==> src/hdl/oelr_pkg.sv <==
// Package for the overwriting event log ring.
// Holds the item kinds, the request, response and entry word types and default sizes.
// Depends on nothing.
package oelr_pkg;

   localparam int LOG_DEPTH_DEF = 32;
   localparam int HELD_W        = 8;
   localparam int INDEX_W       = 8;

   typedef enum logic [1:0] {
      KIND_ADD   = 2'd0,
      KIND_READ  = 2'd1,
      KIND_CLEAR = 2'd2,
      KIND_TICK  = 2'd3
   } kind_type;

   typedef struct packed {
      kind_type            kind;
      logic [3:0]          event_code;
      logic [2:0]          alarm_lvl;
      logic [7:0]          source_bits;
      logic [3:0]          system_mode;
      logic [15:0]         light_millivolts;
      logic [15:0]         gas_millivolts;
      logic signed [7:0]   temperature;
      logic [7:0]          humidity;
      logic [INDEX_W-1:0]  read_index;
   } req_word_type;

   typedef struct packed {
      logic                found;
      logic [31:0]         stamp_seconds;
      logic [3:0]          out_event;
      logic [2:0]          out_level;
      logic [7:0]          out_sources;
      logic [3:0]          out_mode;
      logic [15:0]         out_light;
      logic [15:0]         out_gas;
      logic signed [7:0]   out_temperature;
      logic [7:0]          out_humidity;
      logic [HELD_W-1:0]   entries_held;
   } rsp_word_type;

   typedef struct packed {
      logic [31:0]         stamp;
      logic [15:0]         light;
      logic [15:0]         gas;
      logic [3:0]          code;
      logic [2:0]          level;
      logic [7:0]          sources;
      logic [3:0]          mode;
      logic signed [7:0]   temp;
      logic [7:0]          humid;
   } entry_type;

   typedef struct packed {
      logic wr_en;
      logic rd_en;
   } ram_cmd_type;

endpackage

==> src/hdl/oelr_ram.sv <==
// Entry memory of the event log: one write port and one read port.
// The read data is registered.
// Depends on oelr_pkg.
module oelr_ram #(
   parameter int LOG_DEPTH = oelr_pkg::LOG_DEPTH_DEF,
   parameter int SW        = $clog2(LOG_DEPTH)
) (
   input  logic                  clock,
   input  oelr_pkg::ram_cmd_type cmd,
   input  logic [SW-1:0]         wr_addr,
   input  oelr_pkg::entry_type   wr_data,
   input  logic [SW-1:0]         rd_addr,
   output oelr_pkg::entry_type   rd_data
);
   import oelr_pkg::*;

   entry_type mem_ff [LOG_DEPTH];
   entry_type rd_data_ff;

   always_ff @(posedge clock) begin
      if (cmd.wr_en) begin
         mem_ff[wr_addr] <= wr_data;
      end
      if (cmd.rd_en) begin
         rd_data_ff <= mem_ff[rd_addr];
      end
   end

   assign rd_data = rd_data_ff;

endmodule

==> src/hdl/oelr_ctrl.sv <==
// Control of the event log: write slot, entry count, seconds counter,
// read address arithmetic and the response stage.
// Depends on oelr_pkg.
module oelr_ctrl #(
   parameter int LOG_DEPTH = oelr_pkg::LOG_DEPTH_DEF,
   parameter int SW        = $clog2(LOG_DEPTH)
) (
   input  logic                   clock,
   input  logic                   reset,
   input  logic                   accept,
   input  oelr_pkg::req_word_type req,
   output oelr_pkg::ram_cmd_type  ram_cmd,
   output logic [SW-1:0]          wr_addr,
   output oelr_pkg::entry_type    wr_data,
   output logic [SW-1:0]          rd_addr,
   input  oelr_pkg::entry_type    rd_data,
   output logic                   rsp_strobe,
   output oelr_pkg::rsp_word_type rsp_word
);
   import oelr_pkg::*;

   localparam int CW = $clog2(LOG_DEPTH + 1);
   localparam int AW = CW + 2;

   logic [SW-1:0]     slot_ff, slot_in;
   logic [CW-1:0]     count_ff, count_in;
   logic [31:0]       seconds_ff, seconds_in;
   logic              strobe_ff, strobe_in;
   logic              found_ff, found_in;
   logic [CW-1:0]     held_ff, held_in;
   logic              hit;
   logic [AW-1:0]     pos_sum;
   logic [AW-1:0]     pos_wrap;

   always_comb begin
      hit     = ({{(HELD_W - CW){1'b0}}, count_ff} > req.read_index);
      pos_sum = AW'(slot_ff) + AW'(LOG_DEPTH) + AW'(req.read_index[CW-1:0])
                - AW'(count_ff);
      if (pos_sum >= AW'(LOG_DEPTH)) begin
         pos_wrap = pos_sum - AW'(LOG_DEPTH);
      end else begin
         pos_wrap = pos_sum;
      end
   end

   always_comb begin
      slot_in       = slot_ff;
      count_in      = count_ff;
      seconds_in    = seconds_ff;
      strobe_in     = accept;
      found_in      = 1'b0;
      ram_cmd.wr_en = 1'b0;
      ram_cmd.rd_en = 1'b0;
      if (accept) begin
         case (req.kind)
            KIND_ADD: begin
               ram_cmd.wr_en = 1'b1;
               if (slot_ff == SW'(LOG_DEPTH - 1)) begin
                  slot_in = '0;
               end else begin
                  slot_in = slot_ff + SW'(1);
               end
               if (count_ff != CW'(LOG_DEPTH)) begin
                  count_in = count_ff + CW'(1);
               end
            end
            KIND_READ: begin
               ram_cmd.rd_en = hit;
               found_in      = hit;
            end
            KIND_CLEAR: begin
               slot_in  = '0;
               count_in = '0;
            end
            KIND_TICK: begin
               seconds_in = seconds_ff + 32'd1;
            end
            default: begin
               slot_in = slot_ff;
            end
         endcase
      end
      held_in = count_in;
   end

   always_ff @(posedge clock) begin
      if (reset) begin
         slot_ff    <= '0;
         count_ff   <= '0;
         seconds_ff <= '0;
         strobe_ff  <= 1'b0;
         found_ff   <= 1'b0;
         held_ff    <= '0;
      end else begin
         slot_ff    <= slot_in;
         count_ff   <= count_in;
         seconds_ff <= seconds_in;
         strobe_ff  <= strobe_in;
         found_ff   <= found_in;
         held_ff    <= held_in;
      end
   end

   assign wr_addr = slot_ff;
   assign rd_addr = pos_wrap[SW-1:0];

   always_comb begin
      wr_data.stamp   = seconds_ff;
      wr_data.light   = req.light_millivolts;
      wr_data.gas     = req.gas_millivolts;
      wr_data.code    = req.event_code;
      wr_data.level   = req.alarm_lvl;
      wr_data.sources = req.source_bits;
      wr_data.mode    = req.system_mode;
      wr_data.temp    = req.temperature;
      wr_data.humid   = req.humidity;
   end

   always_comb begin
      rsp_word = '0;
      rsp_word.entries_held = {{(HELD_W - CW){1'b0}}, held_ff};
      if (found_ff) begin
         rsp_word.found           = 1'b1;
         rsp_word.stamp_seconds   = rd_data.stamp;
         rsp_word.out_event       = rd_data.code;
         rsp_word.out_level       = rd_data.level;
         rsp_word.out_sources     = rd_data.sources;
         rsp_word.out_mode        = rd_data.mode;
         rsp_word.out_light       = rd_data.light;
         rsp_word.out_gas         = rd_data.gas;
         rsp_word.out_temperature = rd_data.temp;
         rsp_word.out_humidity    = rd_data.humid;
      end
   end

   assign rsp_strobe = strobe_ff;

endmodule

==> src/hdl/overwriting_event_log_ring.sv <==
// Top level of the overwriting event log ring.
// Instantiates the control block and the entry memory; depends on oelr_pkg.
//
// A new word may be started on every clock cycle: busy stays low, and the
// response to each word appears in the cycle after it was taken, on
// rsp_strobe for one cycle, with no way for the receiver to hold it off.
// The read data comes from the registered read port of the
// entry memory; an add followed at once by a read of the same entry
// returns the new contents, as the write lands before the next read.
module overwriting_event_log_ring #(
   parameter int LOG_DEPTH = oelr_pkg::LOG_DEPTH_DEF
) (
   input  logic                   clock,
   input  logic                   reset,
   input  logic                   start,
   output logic                   busy,
   input  oelr_pkg::req_word_type req_word,
   output logic                   rsp_strobe,
   output oelr_pkg::rsp_word_type rsp_word
);
   import oelr_pkg::*;

   localparam int SW = $clog2(LOG_DEPTH);

   ram_cmd_type   ram_cmd;
   logic [SW-1:0] wr_addr;
   logic [SW-1:0] rd_addr;
   entry_type     wr_data;
   entry_type     rd_data;
   logic          accept;

   assign busy   = 1'b0;
   assign accept = start & ~busy;

   oelr_ctrl #(
      .LOG_DEPTH (LOG_DEPTH),
      .SW        (SW)
   ) u_ctrl (
      .clock      (clock),
      .reset      (reset),
      .accept     (accept),
      .req        (req_word),
      .ram_cmd    (ram_cmd),
      .wr_addr    (wr_addr),
      .wr_data    (wr_data),
      .rd_addr    (rd_addr),
      .rd_data    (rd_data),
      .rsp_strobe (rsp_strobe),
      .rsp_word   (rsp_word)
   );

   oelr_ram #(
      .LOG_DEPTH (LOG_DEPTH),
      .SW        (SW)
   ) u_ram (
      .clock   (clock),
      .cmd     (ram_cmd),
      .wr_addr (wr_addr),
      .wr_data (wr_data),
      .rd_addr (rd_addr),
      .rd_data (rd_data)
   );

endmodule
==> config.mk <==
export PLATFORM = sky130hd
export DESIGN_NAME = overwriting_event_log_ring
export DESIGN_NICKNAME = d
export VERILOG_FILES = /design/src/hdl/oelr_pkg.sv /design/src/hdl/oelr_ram.sv /design/src/hdl/oelr_ctrl.sv /design/src/hdl/overwriting_event_log_ring.sv
export SDC_FILE = /design/constraint.sdc
export NUM_CORES = 2
export LEC_CHECK = 0
export ABC_AREA = 1
export BUFFER_PORTS_ARGS = -buffer_cell sky130_fd_sc_hd__buf_2
export CAP_MARGIN = 20
export CORE_MARGIN = 10
export CORE_UTILIZATION = 34
export DETAILED_ROUTE_END_ITERATION = 16
export GPL_ROUTABILITY_DRIVEN = 0
export MAX_ROUTING_LAYER = met4
export SYNTH_ARGS = -nofsm -noshare
export SYNTH_HDL_FRONTEND = slang
export SYNTH_SLANG_ARGS = --single-unit
==> constraint.sdc <==
create_clock -name clock -period 14.5 [get_ports clock]
set_input_delay 2.9 -clock clock [delete_from_list [all_inputs] [get_ports clock]]
set_output_delay 2.9 -clock clock [all_outputs]
set_load 0.02 [all_outputs]
==> results.json <==
{
  "status": "complete, no violations",
  "area_growth_pct": 13.2,
  "synth_top_family_by_area": "simple AND/OR/NAND/NOR gates",
  "cts.path.max_buffers": 4,
  "path_cells": "buf_2 > inv_1 > fa_1 > fa_4 > buf_4 > buf_4 > buf_4 > buf_4 > nand3_1 > nand3_1 > nand2_1 > nand2_1 > nand3_1 > nand2_1",
  "rows": 237,
  "synth.mux.area_fraction_pct": 0,
  "io_pins": 190,
  "worstMarginPinSlew_ns": 1.21,
  "io_buffer_count": 186,
  "cpLargestDelayFamily": "buffers and inverters",
  "reg2reg_to": "u_ram.rd_data[13]",
  "cpMaxStageDelayCell": "fa_4",
  "timing.final.ws_setup_ns": 6.66,
  "synth_xor_area_share_pct": 0.0658,
  "r2r_cells": 15,
  "drv_cap": 0,
  "ys_ff_latch": 3312,
  "finalSetupViolations": 0,
  "cpPeakStageDelay_ns": 1.21,
  "sequentialPowerShare_pct": 46.9,
  "grt_remaining_overflow": 0,
  "min_from": "u_ctrl.seconds_ff[13]",
  "root_buffer": "clkbuf_16",
  "min_period_over_period_pct": 54.1,
  "busiest_layer": "met2",
  "die-area_um2": 446000,
  "p_int_uw": 16400,
  "grt_max_degree": 197,
  "antenna_found_initial": 44,
  "wl_per_cell_um": 21.4,
  "netlist_instances": 13800,
  "startpoint": "req_word[1]",
  "crit_fanout": 67,
  "insertion_delay_ns": 0.97,
  "ys_warn_count": 0,
  "cp.required_ns": 15.29,
  "swShare_pct": 26.9,
  "start_util_pct": 34.2,
  "slew_viol_final": 0,
  "path_class": "in -> reg",
  "die_w_um": 668,
  "synthAdderAreaFrac_pct": 0.223,
  "first_iter_violations": 10800,
  "first_pass_iters": 7,
  "grt_pass1_wl_um": 613000,
  "clock-sinks": 3312,
  "rsz0062_at_grt": "false",
  "grt_pass1_vias": 90500,
  "hold_class": "reg -> reg",
  "place_ws_ns": 5.71,
  "fin_skew_ns": 0.0531,
  "clock_power_share_pct": 39.4,
  "cts_resized": 0,
  "grt_use_met3_pct": 2.30,
  "fmax_ghz": 0.127,
  "path_common_cell": "buf_4",
  "worstSetupEndpoint": "u_ram.rd_data[13]",
  "postCtsSetupRepairBufs": 0,
  "arrival_ns": 8.63,
  "ff2ff_setup_slack_ns": 8.20,
  "max_slew_margin_pct": 19.2,
  "cts_tree": "built",
  "ctsHoldBuffers": 0,
  "p_per_area_nw_per_um2": 139,
  "drcViolationCount": 0,
  "reg2reg_from": "u_ctrl.held_ff[0]",
  "track_usage_pct": 18.8,
  "hold_path_depth": 1,
  "whs_ns": 0.487,
  "core_um2": 417000,
  "netSwitchingPower_uw": 6030,
  "path_buf_inv": 6,
  "dp_hpwl_um": 199000,
  "clk_pin_slew_ns": 0.06,
  "routed_wl_um": 421000,
  "final_nets": 14000,
  "synth_cell_types": 31,
  "leakage_uw": 0.0681,
  "seq_area_frac_synth_pct": 69.4,
  "worstSetupEndpointType": "register",
  "synth-compound-area-share_pct": 0.190,
  "dieHeight_um": 668,
  "drive_gt1_share_pct": 8.07,
  "vdd_drop_max_uv": 95.0,
  "use_met1_pct": 25.4,
  "viasPerCell": 4.90,
  "finalSetupTns_ns": 0,
  "synth_area_um2": 143000,
  "syn_avg_cell_area_um2": 10.3,
  "yosys.area_share.simple_pct": 21.8,
  "start_kind": "primary input",
  "cp.depth": 14,
  "finalHoldViolCount": 0,
  "finalCriticalPeriod_ns": 7.84,
  "cts_max_level": 5,
  "grt_use_met2_pct": 30.0,
  "fillCellCount": 39800,
  "combPwrFrac_pct": 13.8,
  "cts_buffers": 358,
  "drtAntennaViolNets": 0,
  "vias": 96500
}
cell usage in the layout (no fill, tap or decap), drive strengths merged:
master / instances
nor4: 1
diode: 13
buf: 387
o21a: 3
clkinv: 157
nand2: 4690
clkinvlp: 1
nand3b: 1
and3: 2
xnor2: 4
inv: 2419
bufinv: 22
o21ai: 14
o21bai: 1
ha: 19
a31oi: 1
nand3: 2277
edfxtp: 3267
nor3: 3
nor2: 106
dfxtp: 45
a21oi: 33
nand4: 11
or2: 253
and2: 1
fa: 4
clkbuf: 454
conb: 3
xor2: 5
state kept, by name (all words and copies together) (netlist names):
| register | flops |
|---|---|
| u_ram.rd_data | 99 |
| u_ctrl.held_ff | 6 |
| u_ctrl.wr_addr | 5 |
| u_ctrl.found_ff | 1 |
| u_ctrl.seconds_ff | 32 |
| u_ram.mem_ff | 3168 |
| u_ctrl.rsp_strobe | 1 |
synth_stat cells, drive strengths merged:
| master | count | area, um^2 |
|---|---|---|
| o21ai | 14 | 70.1 |
| a21oi | 33 | 165 |
| nand3 | 2277 | 11400 |
| o21a | 3 | 22.5 |
| and2 | 1 | 6.26 |
| ha | 19 | 238 |
| nor4 | 1 | 6.26 |
| nor2 | 106 | 398 |
| o21bai | 1 | 7.51 |
| conb | 1 | 3.75 |
| edfxtp | 3267 | 98100 |
| clkbuf | 538 | 2020 |
| xor2 | 5 | 51.3 |
| nand2 | 4690 | 17600 |
| buf | 157 | 722 |
| dfxtp | 45 | 901 |
| and3 | 2 | 12.5 |
| nand4 | 11 | 68.8 |
| a31oi | 1 | 6.26 |
| clkinv | 1 | 3.75 |
| or2 | 253 | 1580 |
| nand3b | 1 | 7.51 |
| xnor2 | 4 | 42.6 |
| fa | 4 | 80.1 |
| inv | 2408 | 9040 |
| nor3 | 3 | 15.0 |
power by group through the flow:
stage | registers [uW] | clock network [uW] | logic (uW)
finish | 10500 | 8830 | 3090
global route | 10500 | 9310 | 3450
CTS | 10500 | 8940 | 3090
detailed placement | 10700 | 0 | 3070
global placement | 10700 | 0 | 3070
floorplan | 10700 | 0 | 2100
layout make-up:
cell class              instances  area, um^2  share of cell area, %
repair buffers                387        3090                   1.91
clock buffers                 454        9490                   5.88
inverters                    2409        9060                   5.62
clock inverters               190        1660                   1.03
flip-flops and latches       3312       99000                   61.4
well taps                    5497        6880                   4.26
multi-input cells            7432       32100                   19.9
diodes                         13        32.5                 0.0202
cell families after synthesis:
kind of cell	after synthesis
XOR/XNOR	9
buffers and inverters	3104
AND/OR/NAND/NOR	7345
AO/OA/AOI/OAI	52
other	1
adder cells (fa/ha/maj)	23
flip-flops	3312
worst reg2reg max path: cells and delay by family, from the launching register on:
| kind | cells | cell delay [ns] |
|---|---|---|
| buf+inv | 6 | 3.34 |
| simple gates | 6 | 0.64 |
| fa+ha+maj | 3 | 1.68 |
| flops | 1 | 0.52 |
metrics by stage:
| step | total power [uW] | cells | area [um^2] | util, % |
|---|---|---|---|---|
| 3_5_place_dp | 13800 | 19000 | 150000 | 35.9 |
| 5_1_grt | 23300 | 19700 | 161000 | 38.7 |
| 3_3_place_gp | 13800 | 19000 | 150000 | 35.9 |
| 2_1_floorplan | 12800 | 13800 | 143000 | - |
| 6_report | 22400 | 19700 | 161000 | 38.7 |
| 4_1_cts | 22500 | 19700 | 161000 | 38.6 |
worst min path at each step:
stage	to	slack [ns]
floorplan	u_ctrl.wr_addr[1]	0.49
global placement	u_ctrl.seconds_ff[13]	0.47
detailed placement	u_ctrl.seconds_ff[13]	0.48
CTS	u_ctrl.seconds_ff[13]	0.49
global route	u_ctrl.seconds_ff[13]	0.51
finish	u_ctrl.seconds_ff[13]	0.49
layer usage:
layer	wire [um]	share of wire (%)
met3	33000	7.8
met4	12100	2.9
met5	0	0
met1	180000	43
met2	196000	47
Power figures use the tool's default switching activity.
